==> config.mk <==
export PLATFORM = sky130hd
export DESIGN_NAME = mru_page_replacement
export DESIGN_NICKNAME = d
export VERILOG_FILES = /design/src/mru_pkg.sv /design/src/mru_cell.sv /design/src/mru_page_replacement.sv
export SDC_FILE = /design/constraint.sdc
export NUM_CORES = 1
export LEC_CHECK = 0
export BUFFER_PORTS_ARGS = -buffer_cell sky130_fd_sc_hd__buf_2
export CELL_PAD_IN_SITES_DETAIL_PLACEMENT = 0
export CELL_PAD_IN_SITES_GLOBAL_PLACEMENT = 2
export CORE_MARGIN = 8
export CORE_UTILIZATION = 46
export CTS_CLUSTER_DIAMETER = 30
export DETAILED_ROUTE_END_ITERATION = 7
export HOLD_SLACK_MARGIN = 0.12
export PLACE_DENSITY = 0.86
export SLEW_MARGIN = 0
export SYNTH_ARGS = -nofsm -noshare
export SYNTH_HDL_FRONTEND = slang
export SYNTH_SLANG_ARGS = --single-unit
==> constraint.sdc <==
create_clock -name clk -period 11.25 [get_ports clk]
set_input_delay 2.25 -clock clk [delete_from_list [all_inputs] [get_ports clk]]
set_output_delay 2.25 -clock clk [all_outputs]
set_load 0.01 [all_outputs]
==> src/mru_pkg.sv <==
`default_nettype none
// ----------------------------------------------------------------------------
// mru_pkg: shared types and constants for the mru page replacement block
// frame count, field widths and the structs passed along the frame chain
// ----------------------------------------------------------------------------
package mru_pkg;

  localparam int FRAMES  = 16;
  localparam int IDX_W   = (FRAMES > 1) ? $clog2(FRAMES) : 1;
  localparam int CNT_W   = $clog2(FRAMES + 1);
  localparam int PAGE_W  = 16;
  localparam int SLOT_W  = 4;
  localparam int TOTAL_W = 16;
  localparam int CFG_W   = 5;

  localparam logic [CFG_W-1:0]   CFG_RESET = CFG_W'(16);
  localparam logic [TOTAL_W-1:0] TOTAL_MAX = '1;

  typedef logic [PAGE_W-1:0] page_t;

  // per-frame control from the top level
  typedef struct packed {
    logic  active;
    logic  wr_en;
    page_t page;
  } cell_ctl_t;

  // running priority flags handed from frame to frame
  typedef struct packed {
    logic hit_seen;
    logic empty_seen;
  } cell_chain_t;

  // per-frame selection result
  typedef struct packed {
    logic hit_sel;
    logic empty_sel;
  } cell_stat_t;

endpackage

`default_nettype wire

==> src/mru_cell.sv <==
`default_nettype none
// ----------------------------------------------------------------------------
// mru_cell: one frame of the replacement table
// holds a page and its valid flag, compares against the looked-up page and
// passes the first-match and first-empty flags on to the next frame
// ----------------------------------------------------------------------------
module mru_cell (
  input  wire                  clk,
  input  wire                  rst_n,
  input  mru_pkg::cell_ctl_t   ctl_i,
  input  mru_pkg::cell_chain_t chain_i,
  output mru_pkg::cell_chain_t chain_o,
  output mru_pkg::cell_stat_t  stat_o,
  output mru_pkg::page_t       page_o
);
  import mru_pkg::*;

  logic  valid_r, valid_nxt;
  page_t page_r, page_nxt;
  logic  match, empty;

  assign match = ctl_i.active && valid_r && (page_r == ctl_i.page);
  assign empty = ctl_i.active && !valid_r;

  assign chain_o.hit_seen   = chain_i.hit_seen || match;
  assign chain_o.empty_seen = chain_i.empty_seen || empty;
  assign stat_o.hit_sel     = match && !chain_i.hit_seen;
  assign stat_o.empty_sel   = empty && !chain_i.empty_seen;
  assign page_o             = page_r;

  always_comb begin
    valid_nxt = valid_r;
    page_nxt  = page_r;
    if (ctl_i.wr_en) begin
      valid_nxt = 1'b1;
      page_nxt  = ctl_i.page;
    end
  end

  always_ff @(posedge clk) begin
    if (!rst_n) begin
      valid_r <= 1'b0;
    end else begin
      valid_r <= valid_nxt;
    end
    page_r <= page_nxt;
  end

endmodule

`default_nettype wire

==> src/mru_page_replacement.sv <==
`default_nettype none
// ----------------------------------------------------------------------------
// mru_page_replacement: fully associative frame table with mru eviction
// one page reference per word in, one lookup result per word out
// ----------------------------------------------------------------------------
// Each input word is one page reference. It is checked against a row of
// FRAMES frame cells, of which only the lowest frames_in_use take part
// (0 counts as 1, anything above FRAMES counts as FRAMES). A hit reports the
// frame and bumps the hit total; a miss fills the lowest empty in-use frame,
// or when all are full replaces the frame used by the previous reference
// (frame 0 if that one has dropped out of the in-use range) and bumps the
// fault total. Both totals saturate at 65535. Each reference first has its
// page registered; then the frame chain compares in parallel, ripples the
// first-hit and first-empty flags from frame to frame, writes the chosen
// frame and loads the result word. A result that is stalled holds the chain
// until it is taken, and the input side stalls while a lookup is held.
// frames_in_use is written through cfg_ and is taken at any cycle, it should
// only change while no word is in flight.
// ----------------------------------------------------------------------------
module mru_page_replacement (
  input  wire                          clk,
  input  wire                          rst_n,
  // page reference words
  input  wire                          in_valid,
  output logic                         in_stall,
  input  wire  [mru_pkg::PAGE_W-1:0]   in_page,
  // lookup result words
  output logic                         out_valid,
  input  wire                          out_stall,
  output logic                         out_hit,
  output logic [mru_pkg::SLOT_W-1:0]   out_slot,
  output logic                         out_evicted,
  output logic [mru_pkg::PAGE_W-1:0]   out_evicted_page,
  output logic [mru_pkg::TOTAL_W-1:0]  out_hit_total,
  output logic [mru_pkg::TOTAL_W-1:0]  out_fault_total,
  // frames_in_use register write
  input  wire                          cfg_valid,
  output logic                         cfg_ready,
  input  wire  [mru_pkg::CFG_W-1:0]    cfg_frames_in_use
);
  import mru_pkg::*;

  typedef enum logic {
    S_IDLE,
    S_LOOK
  } state_t;

  state_t              state_r;
  page_t               page_r;
  logic [CFG_W-1:0]    frames_r;
  logic [IDX_W-1:0]    recent_r;
  logic [TOTAL_W-1:0]  hits_r, hits_nxt;
  logic [TOTAL_W-1:0]  faults_r, faults_nxt;

  logic                out_valid_r, out_valid_nxt;
  logic                out_hit_r;
  logic [SLOT_W-1:0]   out_slot_r;
  logic                out_evicted_r;
  page_t               out_evicted_page_r;

  logic [CNT_W-1:0]    n_eff;
  logic                in_take, go;

  cell_ctl_t           ctl    [FRAMES];
  cell_chain_t         chain  [FRAMES+1];
  cell_stat_t          stat   [FRAMES];
  page_t               cpage  [FRAMES];

  logic [FRAMES-1:0]   hit_vec, empty_vec, victim_vec, wr_oh;
  logic                any_hit, any_empty;
  logic [IDX_W-1:0]    victim_idx, hit_idx, empty_idx, slot_idx;

  // config register is always ready
  assign cfg_ready = 1'b1;

  // effective frame count, clamped to 1..FRAMES
  always_comb begin
    if (frames_r == '0) begin
      n_eff = CNT_W'(1);
    end else if (32'(frames_r) > FRAMES) begin
      n_eff = CNT_W'(FRAMES);
    end else begin
      n_eff = CNT_W'(frames_r);
    end
  end

  // a lookup runs once the previous result has left the output register
  assign in_stall = (state_r == S_LOOK);
  assign in_take  = in_valid && !in_stall;
  assign go       = (state_r == S_LOOK) && !(out_valid_r && out_stall);

  // result word stays while stalled, a finished lookup loads a new one
  assign out_valid_nxt = go || (out_valid_r && out_stall);

  // stale recent frame falls back to frame 0
  assign victim_idx = (32'(recent_r) < 32'(n_eff)) ? recent_r : '0;

  // frame chain
  assign chain[0] = '0;

  for (genvar g = 0; g < FRAMES; g++) begin : g_frame
    assign ctl[g].active = (g < 32'(n_eff));
    assign ctl[g].wr_en  = go && wr_oh[g];
    assign ctl[g].page   = page_r;

    mru_cell u_cell (
      .clk     (clk),
      .rst_n   (rst_n),
      .ctl_i   (ctl[g]),
      .chain_i (chain[g]),
      .chain_o (chain[g+1]),
      .stat_o  (stat[g]),
      .page_o  (cpage[g])
    );

    assign hit_vec[g]    = stat[g].hit_sel;
    assign empty_vec[g]  = stat[g].empty_sel;
    assign victim_vec[g] = (victim_idx == IDX_W'(g));
  end

  assign any_hit   = chain[FRAMES].hit_seen;
  assign any_empty = chain[FRAMES].empty_seen;

  // one-hot to index, at most one bit of each vector is set
  always_comb begin
    hit_idx   = '0;
    empty_idx = '0;
    for (int i = 0; i < FRAMES; i++) begin
      if (hit_vec[i]) begin
        hit_idx = hit_idx | IDX_W'(i);
      end
      if (empty_vec[i]) begin
        empty_idx = empty_idx | IDX_W'(i);
      end
    end
  end

  // frame choice: hit, else lowest empty, else most recent
  always_comb begin
    priority if (any_hit) begin
      slot_idx = hit_idx;
      wr_oh    = '0;
    end else if (any_empty) begin
      slot_idx = empty_idx;
      wr_oh    = empty_vec;
    end else begin
      slot_idx = victim_idx;
      wr_oh    = victim_vec;
    end
  end

  // saturating totals
  always_comb begin
    hits_nxt   = hits_r;
    faults_nxt = faults_r;
    if (any_hit) begin
      if (hits_r != TOTAL_MAX) begin
        hits_nxt = hits_r + TOTAL_W'(1);
      end
    end else if (faults_r != TOTAL_MAX) begin
      faults_nxt = faults_r + TOTAL_W'(1);
    end
  end

  // config register
  always_ff @(posedge clk) begin
    if (!rst_n) begin
      frames_r <= CFG_RESET;
    end else if (cfg_valid && cfg_ready) begin
      frames_r <= cfg_frames_in_use;
    end
  end

  // sequencer, table state and result word
  always_ff @(posedge clk) begin
    if (!rst_n) begin
      state_r     <= S_IDLE;
      recent_r    <= '0;
      hits_r      <= '0;
      faults_r    <= '0;
      out_valid_r <= 1'b0;
    end else begin
      out_valid_r <= out_valid_nxt;
      unique case (state_r)
        S_IDLE: begin
          if (in_take) begin
            state_r <= S_LOOK;
          end
        end
        S_LOOK: begin
          if (go) begin
            state_r     <= S_IDLE;
            recent_r    <= slot_idx;
            hits_r      <= hits_nxt;
            faults_r    <= faults_nxt;
          end
        end
        default: begin
          state_r <= S_IDLE;
        end
      endcase
    end
    if (in_take) begin
      page_r <= in_page;
    end
    if (go) begin
      out_hit_r          <= any_hit;
      out_slot_r         <= SLOT_W'(32'(slot_idx));
      out_evicted_r      <= !any_hit && !any_empty;
      out_evicted_page_r <= (!any_hit && !any_empty) ? cpage[victim_idx] : '0;
    end
  end

  assign out_valid        = out_valid_r;
  assign out_hit          = out_hit_r;
  assign out_slot         = out_slot_r;
  assign out_evicted      = out_evicted_r;
  assign out_evicted_page = out_evicted_page_r;
  assign out_hit_total    = hits_r;
  assign out_fault_total  = faults_r;

`ifndef SYNTHESIS
  // an accepted word always starts a lookup
  a_take_looks: assert property (@(posedge clk) disable iff (!rst_n)
    in_take |=> (state_r == S_LOOK))
    else $error("accepted word did not start a lookup");

  // at most one frame is written per lookup
  a_one_write: assert property (@(posedge clk) disable iff (!rst_n)
    go |-> $onehot0(wr_oh))
    else $error("more than one frame written");

  // the chain hands up exactly one first hit
  a_one_hit: assert property (@(posedge clk) disable iff (!rst_n)
    (go && any_hit) |-> $onehot(hit_vec))
    else $error("hit chain selected no or several frames");

  // a hit never evicts
  a_hit_no_evict: assert property (@(posedge clk) disable iff (!rst_n)
    out_valid_r |-> !(out_hit_r && out_evicted_r))
    else $error("result reports both hit and eviction");
`endif

endmodule

`default_nettype wire
==> results by group, run 1 <==
STA
  – Skew final: 41.59 ps
  – Fmax: about 180 MHz
  – Period utilization: between 50% and 60%
  – Rel. slew slack: 7.736%
  – Least-Margin Pin Slew: approximately 1400 ps
  – Max-slew violation count: 0
  – Hold WS: about 480 ps
  – RSZ-0062 raised after global routing: no
  – Min Tclk post-route: 5707 ps
  – Fin. Hold Viols: 0
  – Setup violations, final: 0
  – Setup TNS: 0 ps

Synthesis
  – Count leader, synth: edfxtp_1
  – Yosys reg bits: about 350
  – Syn_nets: 1689
  – Most frequent cells after synthesis: edfxtp_1 (294), xor2_1 (134), xnor2_1 (123)
  – Ys flop type: edfxtp_1
  – Total number of yosys warnings: 0
  – Mapped Area: roughly 19000 um^2
  – Part of the Yosys area used for sequential elements: 53.21%
  – Largest cells by area after synthesis: edfxtp_1 (47%), dfxtp_1 (6.3%), xor2_1 (6.2%)
  – Synth async-reset ratio: 0%
  – Post-synthesis cell type count: 80
  – Post-synthesis mux area share: 5.334%
  – Post-Synth XOR/XNOR Area: about an eighth
  – Compound-Gate Fraction of Synth Area: ~10%
  – Adder-Cell Fraction of Synth Area: less than 1%
  – Post-Synthesis Cells: roughly 1.7k
  – Synth Area per Inst: about 11 um^2
  – Largest family of logic cells by synthesized area: simple AND/OR/NAND/NOR gates
  – Synth top area share: between 40% and 50%
  – Yosys top cell by area: edfxtp_1
  – Post-synth EDFFs: 294
  – Simple-gate share of the synthesized area: 16.00%

Global route
  – Global route overflow: 0
  – Largest net degree at the start of global routing: 65
  – All-Layer GR Usage: between 20% and 30%
  – First-pass GRT wire length: 94.82 mm
  – Initial antenna violation count: 1
  – Vias in the first global route: between 10k and 15k

Cells and area
  – Diodes inserted: 0
  – Fin area: approximately 23000 um^2
  – Area grow syn2layout: 20.66%
  – Fin nets: about 1.8k
  – Non-filler instance count after layout: around 2.4k
  – Share of cells above drive strength 1: between 10% and 20%
  – Final Util: 55.85%

Placement
  – Cell count after placement: 2212
  – Placed cell area: just under 20000 um^2
  – PortBufs: between 80 and 90
  – GPL Wtd Cong: roughly 0.93
  – Post-DP HPWL: ~44 mm

Floorplanning
  – FP Rows: 74
  – Die Height: between 200 and 250 um
  – Core area: ~41000 um^2
  – Die X: about 220 um
  – Die area: roughly 48000 um^2
  – Boundary Pins: between 80 and 90
  – Initial Util: between 40% and 50%

Pwr
  – Pleak: between 7 and 8 nW
  – Worst IR Drop VDD: ~0.19 mV
  – Power density cells: between 150 and 200 nW/um^2

Clock network
  – Post-CTS Repair Setup Buffers: 0
  – Worst skew pair latency: 610 ps
  – Clock root cell: clkbuf_16
  – Number of buffers created by CTS: 82
  – Hold bufs inserted after CTS: 0
  – H-tree depth: 3
  – Clk pin slew, worst setup/hold paths: 40 ps
  – Clock Sinks: between 300 and 400
  – CTS Buffer Depth: 3
  – CTS tree: yes
  – Post-CTS sizing: 0

Drt
  – DRT antenna net count: 0
  – Vias per cell: ~6.3
  – Final wirelength: ~64 mm
  – Per-cell routed wire length: between 20 and 30 um
  – 1st-pass router iterations: 5
  – Vias after detailed routing: 14.82k
  – DRC: 0
  – Initial DRC count: approximately 1.5k

Min path
  – Hold Crit Class: reg2reg

Flow run
  – Max-cap viol count: 0

Setup path
  – Arrival @ worst endpoint: 5900 ps
  – Worst endpoint required time: 11440 ps
  – Crit path kind: reg2reg
  – Crit-path max FO: 42
  – CP Launch Type: flop
  – Crit. End Element: flop

Status
  – Outcome: finished clean
[critical path: stages, from the launching register on]
cell and delay [ps]:
dfxtp_1 960, inv_1 450, nand2_1 170, ha_1 250
o21ai_0 110, o2111ai_1 180, nand2_1 220, a311oi_4 110
buf_4 320, nor2_1 1100, a41oi_1 320, nor3_2 1090
[where the power goes]
part / leakage (nW) / internal, mW / switching [mW] / total [mW]
logic: 3.09 / 0.0730 / 0.169 / 0.242
registers: 3.16 / 1.44 / 0.0271 / 1.47
clock network: 1.40 / 1.69 / 0.783 / 2.48
total: 7.64 / 3.20 / 0.979 / 4.18
[registers in the layout (all words and copies together), names as in the netlist, 4 cells and up]
register,flops
out_hit_total,16
page_r,16
out_evicted_page,16
frames_r,5
g_frame.u_cell.page_o,256
recent_r,4
g_frame.u_cell.valid_r,16
out_fault_total,16
out_slot,4
[cell families after synthesis]
| logic type | Yosys count |
|---|---|
| flops | 353 |
| other cells | 1 |
| xor+xnor | 257 |
| fa+ha+maj | 4 |
| compound gates | 277 |
| buf+inv | 124 |
| mux | 85 |
| simple gates | 558 |
[through the flow]
stage	power (mW)	setup slack, ps
6_report	4.184	5543
5_1_grt	4.290	5364
4_1_cts	4.203	5618
3_5_place_dp	1.725	5676
3_3_place_gp	1.723	5680
2_1_floorplan	1.634	6523
[placed cells by master, fill, tap and decap left out, types with 13 or more instances in the layout]
master       n
edfxtp_1   294
xor2_1     134
xnor2_1    123
nor2_1     116
nand2_1    102
clkbuf_16   83
buf_2       81
a21oi_1     71
nand4_1     58
dfxtp_1     57
mux2i_1     53
nor4_1      49
buf_4       44
nor3_1      43
o21ai_0     39
nand3_1     39
nand2b_1    24
a31oi_1     23
o221ai_1    23
mux2_2      22
a221oi_1    20
nor4b_1     19
inv_1       17
o21a_1      17
or4_1       16
and3_1      14
bufinv_16   14
o31ai_1     13
clkinv_1    13
[area by class of cell]
| cell class | count | area, um^2 |
|---|---|---|
| clock buffers | 94 | 2138 |
| clock inverters | 58 | 743.2 |
| fillers | 3411 | 17950 |
| inverters | 20 | 75.07 |
| multi-input cells | 1182 | 8327 |
| flip-flops and latches | 353 | 10010 |
| well taps | 532 | 665.6 |
| repair buffers | 125 | 735.7 |
[path summary, 6_finish.rpt]
check	from	endpoint	slack, ps	depth (start not counted)
max	frames_r[4]	g_frame[7].u_cell.page_o[1]	5540	11
max reg2reg	frames_r[4]	g_frame[7].u_cell.page_o[1]	5540	11
min	out_fault_total[11]	out_fault_total[11]	480	2
min reg2reg	out_fault_total[11]	out_fault_total[11]	480	2
[per-layer routing]
layer | up-vias | wire length (um) | global-route usage (%)
met3 | 143 | 5152 | 5.268
met2 | 742 | 28910 | 40.69
met1 | 7388 | 27250 | 36.01
met5 | - | 13 | 0
li1 | 6541 | - | -
met4 | 2 | 2776 | 11.60
Power figures use the tool's default switching activity.
==> run 2: changes to the inputs <==
Settings changed: ABC_AREA set to 1, CORE_UTILIZATION 46 to 36, PLACE_DENSITY 0.86 to 0.77.
Clock period 11.25 ns to 4.6 ns, I/O delays scaled along.
==> run 2 against run 1 <==
  * Via count increased by 3.1%
  * Highest routed layer is now met4
  * Sequential power is 140% higher
  * Register-to-register slack got worse by 5000 ps
==> results by group, run 2 <==
Status
  – Outcome: finished clean

STA
  – Setup TNS: 0 ps
  – Period utilization: between 80% and 90%
  – Least-Margin Pin Slew: 1017 ps
  – Min Tclk post-route: approximately 4100 ps
  – Fmax: approximately 250 MHz
  – Max-slew violation count: 0
  – RSZ-0062 raised after global routing: no
  – Skew final: 35.44 ps
  – Setup violations, final: 0
  – Rel. slew slack: between 30 and 40%
  – Fin. Hold Viols: 0

Global route
  – Vias in the first global route: approximately 15k
  – All-Layer GR Usage: approximately a quarter
  – First-pass GRT wire length: about 100 mm
  – Initial antenna violation count: 2
  – Global route overflow: 0
  – Largest net degree at the start of global routing: 59

Floorplanning
  – FP Rows: 82
  – Initial Util: a little over a third
  – Die area: approximately 58000 um^2
  – Die Height: approximately 240 um
  – Boundary Pins: 83
  – Die X: approximately 240 um
  – Core area: around 50000 um^2

Setup path
  – Crit-path max FO: 18
  – Cell mode on critical path: nand2_1
  – Crit. End Element: flop
  – Worst endpoint required time: about 4800 ps
  – Top delay family on crit path: simple AND/OR/NAND/NOR gates
  – Critical path buffer and inverter count: 4
  – CP max-delay cell: edfxtp_1
  – Worst-path cell chain: buf_4 > nand2_1 > nand2_1 > nor2_1 > nand2_1 > nor2_1 > nand4_1 > nand3_1 > nor2_2 > nand4_4 > nor2_8 > inv_2 > nor2_2 > buf_4 > nand3_1 > inv_1
  – Crit path launch: page_r[4]
  – Crit path kind: reg2reg
  – Arrival @ worst endpoint: between 4000 and 5000 ps
  – Worst path max stage delay: between 600 and 700 ps
  – R2r startpoint: page_r[4]
  – CP Launch Type: flop

Drt
  – Vias per cell: about 5.3
  – Initial DRC count: 1345
  – Per-cell routed wire length: about 24 um
  – Wl on met1: approximately 29 mm
  – 1st-pass router iterations: 6
  – Met2 WL: roughly 33 mm
  – Final wirelength: roughly 70 mm
  – Vias after detailed routing: 15.28k
  – DRT antenna net count: 0
  – Top sig layer: met4
  – DRC: 0
  – Met3 Wirelength: around 4.2 mm

Synthesis
  – Syn_nets: slightly below 2k
  – Total number of yosys warnings: 0
  – Largest cells by area after synthesis: edfxtp_1 (49%), nand2_1 (9.5%), dfxtp_1 (6.5%)
  – Count leader, synth: nand2_1
  – Most frequent cells after synthesis: nand2_1 (457), edfxtp_1 (294), inv_1 (203)
  – Yosys reg bits: ~350
  – Part of the Yosys area used for sequential elements: between 50% and 60%
  – Post-Synthesis Cells: a little under 2k
  – Post-synthesis cell type count: just under 60
  – Mapped Area: 18050 um^2
  – Post-synth EDFFs: between 200 and 300
  – Yosys top cell by area: edfxtp_1
  – Ys flop type: edfxtp_1
  – Synth async-reset ratio: 0%
  – Synth Area per Inst: about 9 um^2
  – Synth top area share: 48.90%

Clock network
  – Clk pin slew, worst setup/hold paths: around 40 ps
  – H-tree depth: 3
  – Clock Sinks: 353
  – Post-CTS Repair Setup Buffers: 0
  – Hold bufs inserted after CTS: 0
  – Clock root cell: clkbuf_16
  – Worst skew pair latency: ~640 ps
  – Number of buffers created by CTS: 95
  – CTS tree: yes
  – Post-CTS sizing: 0
  – CTS Buffer Depth: 3

Pwr
  – Total power: 10.97 mW
  – Worst IR Drop VDD: between 0.3 and 0.4 mV
  – Power density cells: 484.8 nW/um^2
  – Pleak: 9.050 nW

Placement
  – PortBufs: approximately 80
  – GPL Wtd Cong: 0.9152
  – Post-DP HPWL: 49.09 mm

Cells and area
  – Area grow syn2layout: 25.35%
  – Share of cells above drive strength 1: approximately 16%
  – Fin nets: around 2.1k
  – Commonest cells after routing, fill and taps aside: nand2_1 (457), edfxtp_1 (294), inv_1 (203), nor2_1 (177), o21ai_0 (129)
  – Diodes inserted: 0
  – Most common cell after layout, fill and taps aside: nand2_1
  – Max FFs per register: about 260

Min path
  – Hold Crit Class: in2reg
  – Hold Crit Start: in_page[6]

Flow run
  – Max-cap viol count: 0
run 2: path summary, 6_finish.rpt:
kind	to	slack (ps)	cells past startpoint
max	g_frame[8].u_cell.page_o[1]	540	16
min	page_r[6]	470	1
max reg2reg	g_frame[8].u_cell.page_o[1]	540	16
min reg2reg	out_hit_total[2]	490	2
run 2: through the flow:
step | cells | util [%] | cell area (um^2) | hold WS [ps] | setup slack (ps)
2_1_floorplan | 1957 | - | 18050 | 440.0 | 1118
3_3_place_gp | 2685 | 38.66 | 19280 | 473.5 | 620.6
3_5_place_dp | 2685 | 38.66 | 19280 | 480.0 | 582.8
4_1_cts | 2862 | 45.38 | 22630 | 440.0 | 570.2
5_1_grt | 2862 | 45.38 | 22630 | 444.9 | 319.0
6_report | 2862 | 45.38 | 22630 | 473.8 | 542.6
run 2: routing by layer:
metal	global-route usage [%]	vias to the layer above
met5	0	-
met4	9.651	0
met3	4.435	140
met2	40.01	571
met1	30.01	7502
li1	-	7062
run 2: final cells by class:
type | instances | area [um^2]
fill | 4870 | 27230
sequential | 353 | 10010
multi-input combinational | 1304 | 6778
clock buffer | 116 | 2581
inverter | 226 | 849.6
tap | 672 | 840.8
timing repair buffer | 130 | 798.3
clock inverter | 61 | 772.0
run 2: worst register-to-register path: stages (launching register included):
cell and delay (ps):
edfxtp_1 680, buf_4 390, nand2_1 110, nand2_1 60, nor2_1 40, nand2_1 50, nor2_1 40, nand4_1 270
nand3_1 200, nor2_2 210, nand4_4 140, nor2_8 270, inv_2 130, nor2_2 90, buf_4 240, nand3_1 170
inv_1 590
run 2: power by group:
group / total, mW / internal [mW] / leakage, nW / switching [mW]
clock: 6.85 / 4.80 / 1.62 / 2.05
combinational: 0.564 / 0.143 / 4.28 / 0.422
sequential: 3.56 / 3.52 / 3.15 / 0.0331
total: 11.0 / 8.47 / 9.05 / 2.51
run 2: logic make-up (layout without fill, tap and decap cells):
kind of cell	after synthesis	after routing	share of synthesized area, %
buffers and inverters	300	533	7.139
AO/OA/AOI/OAI	415	415	14.06
flip-flops	353	353	55.45
adder cells (fa/ha/maj)	4	4	0.2772
other	1	1	0.02077
XOR/XNOR	78	78	3.784
AND/OR/NAND/NOR	806	806	19.28
